==> src/hdl/svo_pkg.sv <==
// ============================================================================
// svo_pkg
// Shared types and constants for the servo slew and duty unit.
// ============================================================================
package svo_pkg;

    // Field widths
    localparam int ANGLE_W = 8;
    localparam int PULSE_W = 15;
    localparam int FREQ_W  = 10;
    localparam int DBITS_W = 5;
    localparam int DUTY_W  = 20;
    localparam int CIDX_W  = 2;

    localparam int DEFAULT_MAX_DUTY_BITS = 20;

    localparam logic [ANGLE_W-1:0] ANGLE_MAX = 8'd180;

    // Register reset values
    localparam logic [PULSE_W-1:0] MIN_PULSE_RST = 15'd500;
    localparam logic [PULSE_W-1:0] MAX_PULSE_RST = 15'd2500;
    localparam logic [FREQ_W-1:0]  PWM_FREQ_RST  = 10'd50;
    localparam logic [DBITS_W-1:0] DUTY_BITS_RST = 5'd16;

    // Division by 180 as multiply by reciprocal: exact for products below 2^23
    localparam int                RECIP_W     = 24;
    localparam logic [RECIP_W-1:0] RECIP_180  = 24'd11930465;
    localparam int                RECIP_SHIFT = 31;

    // Microseconds per second, and the quotient width below the saturation limit
    localparam int                US_W      = 20;
    localparam logic [US_W-1:0]   US_PER_S  = 20'd1000000;
    localparam int                QUO_W     = DUTY_W;

    // Division by one million: drop six low bits, then divide by 15625 with a
    // reciprocal estimate from the top bits and one correction step
    localparam int                DIV_SHIFT  = 6;
    localparam int                ODD_W      = 14;
    localparam logic [ODD_W-1:0]  ODD_DIV    = 14'd15625;
    localparam int                OREC_W     = 21;
    localparam logic [OREC_W-1:0] RECIP_ODD  = 21'd1099511;
    localparam int                OREC_SHIFT = 20;

    // Command queue between front and back
    localparam int QUEUE_DEPTH = 2;

    typedef enum logic [CIDX_W-1:0] {
        CFG_MIN_PULSE = 2'd0,
        CFG_MAX_PULSE = 2'd1,
        CFG_PWM_FREQ  = 2'd2,
        CFG_DUTY_BITS = 2'd3
    } cfg_index_t;

    typedef struct packed {
        logic               status;
        logic [ANGLE_W-1:0] angle;
        logic [ANGLE_W-1:0] target;
    } svo_item_t;

    typedef struct packed {
        logic [PULSE_W-1:0] min_pulse;
        logic [PULSE_W-1:0] max_pulse;
        logic [FREQ_W-1:0]  pwm_freq;
        logic [DBITS_W-1:0] duty_bits;
    } svo_cfg_t;

    typedef enum logic [2:0] {
        BK_IDLE,
        BK_SCALE,
        BK_RATE,
        BK_FULL,
        BK_RANGE,
        BK_DIVIDE,
        BK_ADJUST,
        BK_DONE
    } bk_state_t;

endpackage

==> src/hdl/svo_front.sv <==
// ============================================================================
// svo_front
// Accepts control ticks, steps the servo angle and queues the tick result.
// ============================================================================
module svo_front import svo_pkg::*; (
    input  logic               aclk,
    input  logic               aresetn,
    input  logic               s_valid,
    output logic               s_ready,
    input  logic [ANGLE_W-1:0] s_target_deg,
    input  logic [ANGLE_W-1:0] s_tolerance_deg,
    input  logic [ANGLE_W-1:0] s_step_deg,
    input  logic               q_full,
    output logic               q_push,
    output svo_item_t          q_item
);

    logic [ANGLE_W-1:0] angle_reg;
    logic [ANGLE_W-1:0] angle_next;
    logic [ANGLE_W-1:0] gap;
    logic               reached;
    logic [ANGLE_W:0]   up_sum;
    logic [ANGLE_W-1:0] up_angle;
    logic [ANGLE_W-1:0] down_angle;
    logic [ANGLE_W-1:0] step_angle;

    assign s_ready = !q_full;
    assign q_push  = s_valid && s_ready;

    always_comb begin
        gap        = (s_target_deg >= angle_reg) ? (s_target_deg - angle_reg)
                                                 : (angle_reg - s_target_deg);
        reached    = (gap <= s_tolerance_deg);
        up_sum     = {1'b0, angle_reg} + {1'b0, s_step_deg};
        up_angle   = (up_sum > {1'b0, ANGLE_MAX}) ? ANGLE_MAX : up_sum[ANGLE_W-1:0];
        down_angle = (angle_reg < s_step_deg) ? '0 : (angle_reg - s_step_deg);
        if (reached) begin
            step_angle = angle_reg;
        end else if (s_target_deg > angle_reg) begin
            step_angle = up_angle;
        end else begin
            step_angle = down_angle;
        end
        angle_next = q_push ? step_angle : angle_reg;

        q_item.status = reached;
        q_item.angle  = step_angle;
        q_item.target = s_target_deg;
    end

    always_ff @(posedge aclk) begin
        if (!aresetn) begin
            angle_reg <= '0;
        end else begin
            angle_reg <= angle_next;
        end
    end

endmodule

==> src/hdl/svo_fifo.sv <==
// ============================================================================
// svo_fifo
// Short command queue that decouples the tick front end from the duty engine.
// ============================================================================
module svo_fifo import svo_pkg::*; (
    input  logic      aclk,
    input  logic      aresetn,
    input  logic      push,
    input  svo_item_t push_item,
    input  logic      pop,
    output svo_item_t pop_item,
    output logic      full,
    output logic      empty
);

    localparam int PTR_W = $clog2(QUEUE_DEPTH);
    localparam int CNT_W = $clog2(QUEUE_DEPTH + 1);

    svo_item_t        mem_reg [QUEUE_DEPTH];
    logic [PTR_W-1:0] wr_ptr_reg, wr_ptr_next;
    logic [PTR_W-1:0] rd_ptr_reg, rd_ptr_next;
    logic [CNT_W-1:0] cnt_reg, cnt_next;
    logic             do_push, do_pop;

    assign full     = (cnt_reg == CNT_W'(QUEUE_DEPTH));
    assign empty    = (cnt_reg == '0);
    assign do_push  = push && !full;
    assign do_pop   = pop && !empty;
    assign pop_item = mem_reg[rd_ptr_reg];

    always_comb begin
        wr_ptr_next = do_push ? wr_ptr_reg + 1'b1 : wr_ptr_reg;
        rd_ptr_next = do_pop  ? rd_ptr_reg + 1'b1 : rd_ptr_reg;
        cnt_next    = cnt_reg;
        if (do_push && !do_pop) begin
            cnt_next = cnt_reg + 1'b1;
        end else if (do_pop && !do_push) begin
            cnt_next = cnt_reg - 1'b1;
        end
    end

    always_ff @(posedge aclk) begin
        if (!aresetn) begin
            wr_ptr_reg <= '0;
            rd_ptr_reg <= '0;
            cnt_reg    <= '0;
        end else begin
            wr_ptr_reg <= wr_ptr_next;
            rd_ptr_reg <= rd_ptr_next;
            cnt_reg    <= cnt_next;
        end
    end

    always_ff @(posedge aclk) begin
        if (do_push) begin
            mem_reg[wr_ptr_reg] <= push_item;
        end
    end

endmodule

==> src/hdl/svo_back.sv <==
// ============================================================================
// svo_back
// Duty engine: pulse interpolation, rate products and a reciprocal divider.
// ============================================================================
module svo_back import svo_pkg::*; #(
    parameter int MAX_DUTY_BITS = DEFAULT_MAX_DUTY_BITS
) (
    input  logic               aclk,
    input  logic               aresetn,
    input  svo_cfg_t           cfg,
    input  logic               q_empty,
    input  svo_item_t          q_item,
    output logic               q_pop,
    output logic               m_valid,
    input  logic               m_ready,
    output logic               m_status,
    output logic [ANGLE_W-1:0] m_angle_now,
    output logic [ANGLE_W-1:0] m_target_echo,
    output logic [DUTY_W-1:0]  m_duty_word
);

    localparam int FULL_W  = MAX_DUTY_BITS;
    localparam int SCALE_W = ANGLE_W + PULSE_W;
    localparam int RPROD_W = SCALE_W + RECIP_W;
    localparam int RATE_W  = PULSE_W + FREQ_W;
    localparam int PROD_W  = RATE_W + FULL_W;
    localparam int LIM_W   = US_W + QUO_W;
    localparam int REM_W   = (PROD_W > LIM_W) ? PROD_W : LIM_W;
    localparam int Y_W     = LIM_W - DIV_SHIFT;
    localparam int EPROD_W = QUO_W + OREC_W;
    localparam int QPROD_W = QUO_W + ODD_W;
    localparam int CAP_W   = (FULL_W > DUTY_W) ? FULL_W : DUTY_W;
    localparam int CMP_W   = (QUO_W > CAP_W) ? QUO_W : CAP_W;

    localparam logic [REM_W-1:0] D_LIM  = REM_W'(US_PER_S) << QUO_W;
    localparam logic [REM_W-1:0] ODD_X1 = REM_W'(ODD_DIV);
    localparam logic [REM_W-1:0] ODD_X2 = REM_W'(ODD_DIV) << 1;
    localparam logic [REM_W-1:0] ODD_X3 = REM_W'(3 * ODD_DIV);
    localparam logic [CAP_W-1:0] DUTY_CAP = CAP_W'({DUTY_W{1'b1}});

    bk_state_t          state_reg, state_next;
    logic               m_valid_reg, m_valid_next;
    svo_item_t          item_reg, item_next;
    logic               down_reg, down_next;
    logic [SCALE_W-1:0] scale_reg, scale_next;
    logic [PULSE_W-1:0] pulse_reg, pulse_next;
    logic [RATE_W-1:0]  rate_reg, rate_next;
    logic [FULL_W-1:0]  full_reg, full_next;
    logic [REM_W-1:0]   rem_reg, rem_next;
    logic [QUO_W-1:0]   quo_reg, quo_next;
    logic               m_status_reg, m_status_next;
    logic [ANGLE_W-1:0] m_angle_reg, m_angle_next;
    logic [ANGLE_W-1:0] m_target_reg, m_target_next;
    logic [DUTY_W-1:0]  m_duty_reg, m_duty_next;

    logic [PULSE_W-1:0] span;
    logic [RPROD_W-1:0] recip_prod;
    logic [PULSE_W-1:0] quot180;
    logic [DBITS_W-1:0] bits_sat;
    logic [Y_W-1:0]     y_low;
    logic [QUO_W-1:0]   y_top;
    logic [EPROD_W-1:0] est_prod;
    logic [QUO_W-1:0]   q_est;
    logic [QPROD_W-1:0] q_prod;
    logic [CAP_W-1:0]   full_ext;
    logic [CAP_W-1:0]   cap;
    logic [CMP_W-1:0]   quo_ext, cap_ext, duty_ext;
    logic               out_free;

    assign m_valid       = m_valid_reg;
    assign m_status      = m_status_reg;
    assign m_angle_now   = m_angle_reg;
    assign m_target_echo = m_target_reg;
    assign m_duty_word   = m_duty_reg;

    always_comb begin
        span       = (cfg.max_pulse < cfg.min_pulse) ? (cfg.min_pulse - cfg.max_pulse)
                                                     : (cfg.max_pulse - cfg.min_pulse);
        recip_prod = RPROD_W'(scale_reg) * RPROD_W'(RECIP_180);
        quot180    = recip_prod[RECIP_SHIFT +: PULSE_W];
        bits_sat   = (cfg.duty_bits > DBITS_W'(MAX_DUTY_BITS)) ? DBITS_W'(MAX_DUTY_BITS)
                                                               : cfg.duty_bits;
        // product over 64, and its top bits for the quotient estimate
        y_low      = rem_reg[DIV_SHIFT +: Y_W];
        y_top      = rem_reg[DIV_SHIFT + ODD_W +: QUO_W];
        est_prod   = EPROD_W'(y_top) * EPROD_W'(RECIP_ODD);
        q_est      = est_prod[OREC_SHIFT +: QUO_W];
        q_prod     = QPROD_W'(quo_reg) * QPROD_W'(ODD_DIV);
        full_ext   = CAP_W'(full_reg);
        cap        = (full_ext < DUTY_CAP) ? full_ext : DUTY_CAP;
        quo_ext    = CMP_W'(quo_reg);
        cap_ext    = CMP_W'(cap);
        duty_ext   = (quo_ext > cap_ext) ? cap_ext : quo_ext;
        out_free   = !m_valid_reg || m_ready;
    end

    always_comb begin
        state_next    = state_reg;
        m_valid_next  = m_valid_reg && !m_ready;
        item_next     = item_reg;
        down_next     = (cfg.max_pulse < cfg.min_pulse);
        scale_next    = scale_reg;
        pulse_next    = pulse_reg;
        rate_next     = rate_reg;
        full_next     = full_reg;
        rem_next      = rem_reg;
        quo_next      = quo_reg;
        m_status_next = m_status_reg;
        m_angle_next  = m_angle_reg;
        m_target_next = m_target_reg;
        m_duty_next   = m_duty_reg;
        q_pop         = 1'b0;

        case (state_reg)
            BK_IDLE: begin
                down_next = down_reg;
                if (!q_empty) begin
                    q_pop      = 1'b1;
                    item_next  = q_item;
                    down_next  = (cfg.max_pulse < cfg.min_pulse);
                    scale_next = SCALE_W'(q_item.angle) * SCALE_W'(span);
                    state_next = BK_SCALE;
                end
            end
            BK_SCALE: begin
                down_next  = down_reg;
                pulse_next = down_reg ? (cfg.min_pulse - quot180) : (cfg.min_pulse + quot180);
                state_next = BK_RATE;
            end
            BK_RATE: begin
                down_next  = down_reg;
                rate_next  = RATE_W'(pulse_reg) * RATE_W'(cfg.pwm_freq);
                full_next  = {FULL_W{1'b1}} >> (DBITS_W'(MAX_DUTY_BITS) - bits_sat);
                state_next = BK_FULL;
            end
            BK_FULL: begin
                down_next  = down_reg;
                rem_next   = REM_W'(PROD_W'(rate_reg) * PROD_W'(full_reg));
                state_next = BK_RANGE;
            end
            BK_RANGE: begin
                down_next = down_reg;
                if (rem_reg >= D_LIM) begin
                    // quotient beyond any cap: saturate
                    quo_next   = '1;
                    state_next = BK_DONE;
                end else begin
                    // estimate never exceeds the quotient and trails it by at most two
                    quo_next   = q_est;
                    state_next = BK_DIVIDE;
                end
            end
            BK_DIVIDE: begin
                down_next  = down_reg;
                rem_next   = REM_W'(y_low - q_prod);
                state_next = BK_ADJUST;
            end
            BK_ADJUST: begin
                down_next = down_reg;
                if (rem_reg >= ODD_X3) begin
                    quo_next = quo_reg + QUO_W'(3);
                end else if (rem_reg >= ODD_X2) begin
                    quo_next = quo_reg + QUO_W'(2);
                end else if (rem_reg >= ODD_X1) begin
                    quo_next = quo_reg + QUO_W'(1);
                end
                state_next = BK_DONE;
            end
            BK_DONE: begin
                down_next = down_reg;
                if (out_free) begin
                    m_valid_next  = 1'b1;
                    m_status_next = item_reg.status;
                    m_angle_next  = item_reg.angle;
                    m_target_next = item_reg.target;
                    m_duty_next   = duty_ext[DUTY_W-1:0];
                    state_next    = BK_IDLE;
                end
            end
            default: begin
                state_next = BK_IDLE;
            end
        endcase
    end

    always_ff @(posedge aclk) begin
        if (!aresetn) begin
            state_reg   <= BK_IDLE;
            m_valid_reg <= 1'b0;
        end else begin
            state_reg   <= state_next;
            m_valid_reg <= m_valid_next;
        end
    end

    always_ff @(posedge aclk) begin
        item_reg     <= item_next;
        down_reg     <= down_next;
        scale_reg    <= scale_next;
        pulse_reg    <= pulse_next;
        rate_reg     <= rate_next;
        full_reg     <= full_next;
        rem_reg      <= rem_next;
        quo_reg      <= quo_next;
        m_status_reg <= m_status_next;
        m_angle_reg  <= m_angle_next;
        m_target_reg <= m_target_next;
        m_duty_reg   <= m_duty_next;
    end

endmodule

==> src/hdl/servo_angle_slew_and_duty_unit.sv <==
// ============================================================================
// servo_angle_slew_and_duty_unit
// Servo slew-rate limiter with PWM duty word generation.
// ============================================================================
// Each beat on the s_ channel is one control tick (target, tolerance, step).
// The front end updates the held servo angle in the cycle the beat is taken:
// hold and report reached when within tolerance, else step toward the target,
// clamped to 0..180. The tick result waits in a two-entry queue while the
// duty engine turns the angle into a duty word: pulse width by interpolation
// between the two limits, times full scale and frequency, divided by one
// million through a reciprocal estimate and one correction step, saturated to
// full scale. One beat on the m_ channel carries each result. The duty engine
// sets the rate, taking one tick at a time through its steps (load, divide
// by 180, two products, range check with quotient estimate, remainder,
// correction, output) and holding at output while the previous result waits;
// a product past the saturation limit skips remainder and correction.
// The front end keeps taking ticks until the queue is full, and the output
// register lets the engine start the next tick while a result waits.
// Registers sit on the cfg_ channel (always ready): 0 min pulse us,
// 1 max pulse us, 2 PWM frequency Hz, 3 duty resolution bits; write them
// only while no tick is in flight.
// ============================================================================
module servo_angle_slew_and_duty_unit import svo_pkg::*; #(
    parameter int MAX_DUTY_BITS = DEFAULT_MAX_DUTY_BITS
) (
    input  logic               aclk,
    input  logic               aresetn,
    // configuration writes
    input  logic               cfg_valid,
    output logic               cfg_ready,
    input  logic [CIDX_W-1:0]  cfg_index,
    input  logic [PULSE_W-1:0] cfg_data,
    // control ticks
    input  logic               s_valid,
    output logic               s_ready,
    input  logic [ANGLE_W-1:0] s_target_deg,
    input  logic [ANGLE_W-1:0] s_tolerance_deg,
    input  logic [ANGLE_W-1:0] s_step_deg,
    // tick results
    output logic               m_valid,
    input  logic               m_ready,
    output logic               m_status,
    output logic [ANGLE_W-1:0] m_angle_now,
    output logic [ANGLE_W-1:0] m_target_echo,
    output logic [DUTY_W-1:0]  m_duty_word
);

    svo_cfg_t  cfg_reg, cfg_next;
    svo_item_t push_item, pop_item;
    logic      push, pop, q_full, q_empty;

    // Config writes are always taken; unknown indexes are dropped.
    assign cfg_ready = 1'b1;

    always_comb begin
        cfg_next = cfg_reg;
        if (cfg_valid) begin
            case (cfg_index)
                CFG_MIN_PULSE: cfg_next.min_pulse = cfg_data;
                CFG_MAX_PULSE: cfg_next.max_pulse = cfg_data;
                CFG_PWM_FREQ:  cfg_next.pwm_freq  = cfg_data[FREQ_W-1:0];
                CFG_DUTY_BITS: cfg_next.duty_bits = cfg_data[DBITS_W-1:0];
                default:       cfg_next = cfg_reg;
            endcase
        end
    end

    always_ff @(posedge aclk) begin
        if (!aresetn) begin
            cfg_reg.min_pulse <= MIN_PULSE_RST;
            cfg_reg.max_pulse <= MAX_PULSE_RST;
            cfg_reg.pwm_freq  <= PWM_FREQ_RST;
            cfg_reg.duty_bits <= DUTY_BITS_RST;
        end else begin
            cfg_reg <= cfg_next;
        end
    end

    // Front end: take the tick, advance the angle, queue the result.
    svo_front u_front (
        .aclk            (aclk),
        .aresetn         (aresetn),
        .s_valid         (s_valid),
        .s_ready         (s_ready),
        .s_target_deg    (s_target_deg),
        .s_tolerance_deg (s_tolerance_deg),
        .s_step_deg      (s_step_deg),
        .q_full          (q_full),
        .q_push          (push),
        .q_item          (push_item)
    );

    // Queue: lets the front keep taking ticks while the divider runs.
    svo_fifo u_fifo (
        .aclk      (aclk),
        .aresetn   (aresetn),
        .push      (push),
        .push_item (push_item),
        .pop       (pop),
        .pop_item  (pop_item),
        .full      (q_full),
        .empty     (q_empty)
    );

    // Back end: compute the duty word and hold the result beat.
    svo_back #(
        .MAX_DUTY_BITS (MAX_DUTY_BITS)
    ) u_back (
        .aclk          (aclk),
        .aresetn       (aresetn),
        .cfg           (cfg_reg),
        .q_empty       (q_empty),
        .q_item        (pop_item),
        .q_pop         (pop),
        .m_valid       (m_valid),
        .m_ready       (m_ready),
        .m_status      (m_status),
        .m_angle_now   (m_angle_now),
        .m_target_echo (m_target_echo),
        .m_duty_word   (m_duty_word)
    );

endmodule

==> config.mk <==
export PLATFORM = sky130hd
export DESIGN_NAME = servo_angle_slew_and_duty_unit
export DESIGN_NICKNAME = d
export VERILOG_FILES = /design/src/hdl/svo_pkg.sv /design/src/hdl/svo_front.sv /design/src/hdl/svo_fifo.sv /design/src/hdl/svo_back.sv /design/src/hdl/servo_angle_slew_and_duty_unit.sv
export SDC_FILE = /design/constraint.sdc
export NUM_CORES = 2
export LEC_CHECK = 0
export ABC_AREA = 1
export BUFFER_PORTS_ARGS = -buffer_cell sky130_fd_sc_hd__buf_4
export CAP_MARGIN = 20
export CORE_MARGIN = 3
export CORE_UTILIZATION = 25
export CTS_BUF_LIST = sky130_fd_sc_hd__clkbuf_2 sky130_fd_sc_hd__clkbuf_4 sky130_fd_sc_hd__clkbuf_8
export CTS_CLUSTER_DIAMETER = 40
export DETAILED_ROUTE_END_ITERATION = 8
export PLACE_DENSITY = 0.48
export SLEW_MARGIN = 10
export SYNTH_ARGS = -nofsm -noshare
export SYNTH_HDL_FRONTEND = slang
export SYNTH_HIERARCHICAL = 1
export SYNTH_SLANG_ARGS = --single-unit
==> constraint.sdc <==
create_clock -name aclk -period 18.75 [get_ports aclk]
set_clock_uncertainty 0.05 [all_clocks]
set_input_delay 0.9375 -clock aclk [delete_from_list [all_inputs] [get_ports aclk]]
set_output_delay 0.9375 -clock aclk [all_outputs]
set_load 0.01 [all_outputs]
* After elaboration in Yosys (flattened, before gate mapping)
Memory sizes are Yosys's and may differ from the RTL's. A register that Yosys moved wholly into a read port is not among the register bits.
Index checks and enable logic that the tools add are counted.
** Word-level totals
- Flip-flop bits (word level) :: 264
- Bits in latches :: 0
- Bits in writable memories :: 34
- Bits in read-only memories :: 0
- Input bits :: 46
- Output and inout bits :: 40
- Memories kept :: 1
** Operators by class
- $add $sub $neg :: 17
- Multipliers :: 6
- Div/mod/pow operators :: 0
- Magnitude comparators :: 13
- Equality and inequality tests :: 14
- Shifts and indexed selects :: 1
- Multiplexer cells :: 32
- Bitwise gates (word level) :: 2
- Reduce and logical (&&, ||, !) cells :: 29
** Memories
- u_fifo.mem_reg :: depth 2, bits a word 17, rd ports 1, clocked after memory_dff 1, wr ports 1, line svo_fifo.sv:19 : svo_item_t mem_reg [QUEUE_DEPTH];
** Operators with widths (number)
- two-way mux 20 bit :: 6
- one-hot mux 45 bit (2 select lines) :: 1
- multiplier 23 x 24 -> 46 bit (second input constant) :: 1
- greater-or-equal comparator 45 x 14 -> 1 bit (second input constant) :: 1
- greater-or-equal comparator 45 x 15 -> 1 bit (second input constant) :: 1
- greater-or-equal comparator 45 x 16 -> 1 bit (second input constant) :: 1
- greater-or-equal comparator 45 x 40 -> 1 bit (second input constant) :: 1
- multiplier 25 x 20 -> 45 bit :: 1
- subtractor 15 bit :: 3
- adder 20 x 2 -> 20 bit (second input constant) :: 2
- multiplier 20 x 21 -> 40 bit (second input constant) :: 1
- two-way mux 8 bit :: 5
- one-hot mux 20 bit (2 select lines) :: 1
- subtractor 34 x 34 -> 35 bit :: 1
- multiplier 20 x 14 -> 34 bit (second input constant) :: 1
- two-way mux 15 bit :: 2
- multiplier 15 x 10 -> 25 bit :: 1
- one-hot mux 3 bit (8 select lines) :: 1
- subtractor 8 bit :: 3
- multiplier 8 x 15 -> 23 bit :: 1
- adder 20 x 1 -> 20 bit (second input constant) :: 1
- > comparator 20 bit :: 1
- < comparator 20 bit (second input constant) :: 1
- >> shifter 20 x 5 -> 20 bit (first input constant) :: 1
- 34 further kinds :: 75

* Longest topological paths before layout
- Depth in word-level cells :: 8
- Gate-level depth with buffers :: 45
- Depth with buffers taken out :: 45

* By module
Netlist, hierarchy kept.
** Modules (own cells, without submodules)
- svo_back :: instances 1, cells each 7436, area an instance 60370.4 um^2, seq. area each 6175.9 um^2
- svo_front :: instances 1, cells each 362, area an instance 2408.6 um^2, seq. area each 160.2 um^2
- servo_angle_slew_and_duty_unit :: instances 1, cells each 266, area an instance 1871.8 um^2, seq. area each 900.9 um^2
- svo_fifo :: instances 1, cells each 91, area an instance 1526.5 um^2, seq. area each 1121.1 um^2

* Worst setup path after synthesis
Ideal clock, no wire load.
- Path kind :: register to register
- From :: register u_back.scale_reg[20]
- To :: register u_back.pulse_reg[14], data pin
- Setup time :: 249 ps
- Arrival :: 7062 ps
- Data required time :: 18451 ps
- Slack :: 11389 ps
- Stages on the path, launching flop included :: 42
- Path buffers :: 0
- Period minus slack after synthesis :: 7361 ps
- Cell sequence :: edfxtp_1 > ha_1 > fa_1 > inv_1 > fa_1 > inv_1 > fa_1 > fa_1 > fa_1 > inv_1 > fa_1 > inv_1 > ha_1 > nand2_1 > nand2_1 > nand2_1 > nand2_1 > o21bai_1 > [6 not listed] > nand3_2 > nor2_4 > nand4_2 > nand2_2 > nand3_1 > nand2_1 > inv_1 > ha_1 > inv_1 > nor3_1 > o21ai_0 > o2111ai_1 > a31oi_1 > nand3b_1 > nand2_1 > nand3_1 > nand2_1 > inv_1
** Between the ends
- Cells in the longest elaborated chain, start to end :: 3
** Ends and longest elaborated chain
- start: declaration :: line svo_back.sv:45 : logic [SCALE_W-1:0] scale_reg, scale_next;
- start signal: assignment :: line svo_back.sv:199 : scale_reg <= scale_next;
- multiplier 23 x 24 -> 46 bit * :: line svo_back.sv:79 : recip_prod = RPROD_W'(scale_reg) * RPROD_W'(RECIP_180);
- adder 15 bit or subtractor 15 bit (tied branches) :: line svo_back.sv:127 : pulse_next = down_reg ? (cfg.min_pulse - quot180) : (cfg.min_pulse + quot180);
- two-way mux 15 bit * :: line svo_back.sv:127
- end signal: assignment :: line svo_back.sv:200 : pulse_reg <= pulse_next;
- end: declaration :: line svo_back.sv:46 : logic [PULSE_W-1:0] pulse_reg, pulse_next;
Every way passes the cells marked *; elsewhere a longest branch is shown, timed or not.
A chain may end at the register's enable or synchronous reset.

* Worst setup path in the final report
- From :: register u_back.scale_reg[17]
- To :: register u_back.pulse_reg[14], data pin
Same word-level chain as after synthesis.

==> impl_results.md <==
* Die H at 520.5 um
* Critical path arrival at 8.60 ns
* Synth Flop Type: edfxtp_1
* Worst-path clk slew at 0.06 ns
* Hold_ws at 0.3050 ns
* MaxCap Viol Count at 0
* Hold Path Class: input port to flip-flop
* Post-CTS Setup Bufs at 0
* Worst-margin pin slew at 1.133 ns
* Final setup viols at 0
* Fin nets at 10146
* Vias in the first global route at 54559
* Mapped Nets at 10140
* Final Instance Area at 72330 um^2
* Post-synth top area share at 29.92%
* Setup CP Type: flip-flop to flip-flop
* CP required at 19.26 ns
* Die area at 270900 um^2
* Top post-synthesis cells by count: inv_1 (2043), nand2_1 (1716), fa_1 (989)
* Crit Path Max Fanout at 6
* Htree depth at 3
* Largest net degree at the start of global routing at 62
* DR vias/cell at 4.394
* Core area at 263000 um^2
* Reg2reg start: u_back/scale_reg[17]$_DFFE_PP_
* Outcome: complete, no violations
* Mapped cell area at 66180 um^2
* Dpl cells at 11605
* Total routed wirelength at 201400 um
* Post-synth EDFFs at 237
* Synth async-reset ratio at 0%
* Slowest Stage Delay on Critical Path at 0.54 ns
* GP Congestion at 0.9163
* RSZ-0062 raised after global routing: no
* Die width at 520.5 um
* Setup TNS at 0 ns
* Clk buf depth at 3
* Max-slew violation count at 0
* Crit start category: flip-flop
* Initial DRC count at 2911
* Flops & latches, synth at 299
* Avg Cell Area, Syn at 8.115 um^2
* Cell variety after synth at 79
* F_max at 0.1236 GHz
* Initial antenna violation count at 16
* Post-DP HPWL at 169600 um
* Worst hold path startpoint: s_target_deg[7]
* Post-route ant nets at 0
* Share of post-route cells with drive strength above 1 at 5.236%
* CTS Hold Buffers Added at 0
* Clock network latency to the later pin of the worst-skew pair at 0.80 ns
* Initial Util at 25.16%
* Residual overflow from global routing at 0
* Synth top area cells: fa_1 (30%), ha_1 (18%), inv_1 (12%), edfxtp_1 (11%), nand2_1 (9.7%)
* CP startpoint: u_back/scale_reg[17]$_DFFE_PP_
* Clock Sinks at 299
* All-Layer GR Usage at 14.91%
* Via Count at 51580
* Count leader, synth: inv_1
* Synth Instances at 8155
* Remaining DRCs at 0
* Syn-to-layout area delta at 9.293%
* Crit-path slowest cell: fa_1
* CTS Buf Count at 69
* Slew HR at 24.48%
* CP dominant cell by count: nand2_1
* WL per Instance at 17.16 um
* Num ports at 86
* Row count at 188
* Post-CTS sizing at 0
* CTS tree: yes
* Register area share after synthesis at 12.63%
* Min cycle time layout at 8.091 ns
* CTS root buf: clkbuf_8
* Yosys top cell by area: fa_1
* Period utilization at 43.15%
* First-pass GRT wire length at 317900 um
* Placement Cell Area at 70770 um^2
* Fin. Hold Viols at 0
* 1st-pass router iterations at 6
* Non-filler cells in the finished layout at 11739
* Setup crit end kind: flip-flop
* Yosys warnings at 6
* # port buffers at 84
[worst max-delay path: cells and delay by family (launching register included)]
family / cells / cell delay, ns
xor+xnor: 1 / 0.21
flops: 1 / 0.52
fa+ha+maj: 10 / 4.36
buf+inv: 8 / 0.45
simple gates: 16 / 1.60
compound gates: 4 / 0.65
[metal layers]
metal	vias up	share of wire (%)	global-route usage (%)
li1	24868	-	-
met1	25379	45	19.46
met2	1069	48	25.84
met3	250	4.4	2.330
met4	14	2.2	3.277
met5	-	0.046	0
[cell families after synthesis]
logic type | Yosys count | synth area share [%]
XOR/XNOR | 187 | 2.520
AND/OR/NAND/NOR | 2633 | 16.44
other | 1 | 0.005667
AO/OA/AOI/OAI | 794 | 6.905
multiplexers | 20 | 0.3989
adder cells (fa/ha/maj) | 1939 | 47.88
buffers and inverters | 2282 | 13.22
flip-flops | 299 | 12.63
[stage by stage]
step / setup WS [ns] / utilization (%)
after floorplan: 11.39 / -
after global placement: 10.50 / 26.91
after detailed placement: 10.63 / 26.91
after CTS: 10.58 / 27.49
after global routing: 9.967 / 27.50
final: 10.66 / 27.50
[cell usage in the layout, fill, tap and decap left out, types with 21 or more instances in the layout]
cell	count
a21o_1	46
a21oi_1	343
a31oi_1	44
buf_4	151
clkbuf_8	72
dfxtp_1	62
edfxtp_1	237
fa_1	989
ha_1	950
inv_1	2042
nand2_1	1716
nand2_2	22
nand3_1	235
nand4_1	59
nor2_1	444
nor3_1	49
o21ai_0	207
o21ai_1	24
o21bai_1	31
or2_2	21
xnor2_1	47
xor2_1	136
[path summary, 6_finish.rpt]
path,cells after the start,end,slack (ns)
setup reg to reg,39,u_back/pulse_reg[14]$_DFFE_PP_,10.66
hold reg to reg,0,u_back/m_target_echo[6]$_DFFE_PP_,0.37
hold / removal,1,u_fifo/mem_reg[0][7]$_DFFE_PP_,0.31
setup / recovery,39,u_back/pulse_reg[14]$_DFFE_PP_,10.66
[cell type report]
class                   instances  area, um^2
diodes                         11       27.53
clock buffers                  90        1126
clock inverters                33       400.4
fillers                     28705      190700
inverters                    2066        7767
multi-input cells            5574       49120
flip-flops and latches        299        8358
well taps                    3515        4398
repair buffers                151        1134
Power is left out: the tool's default activity adds up to more than one toggle a clock period on the data nets, which glitch-free logic cannot reach.
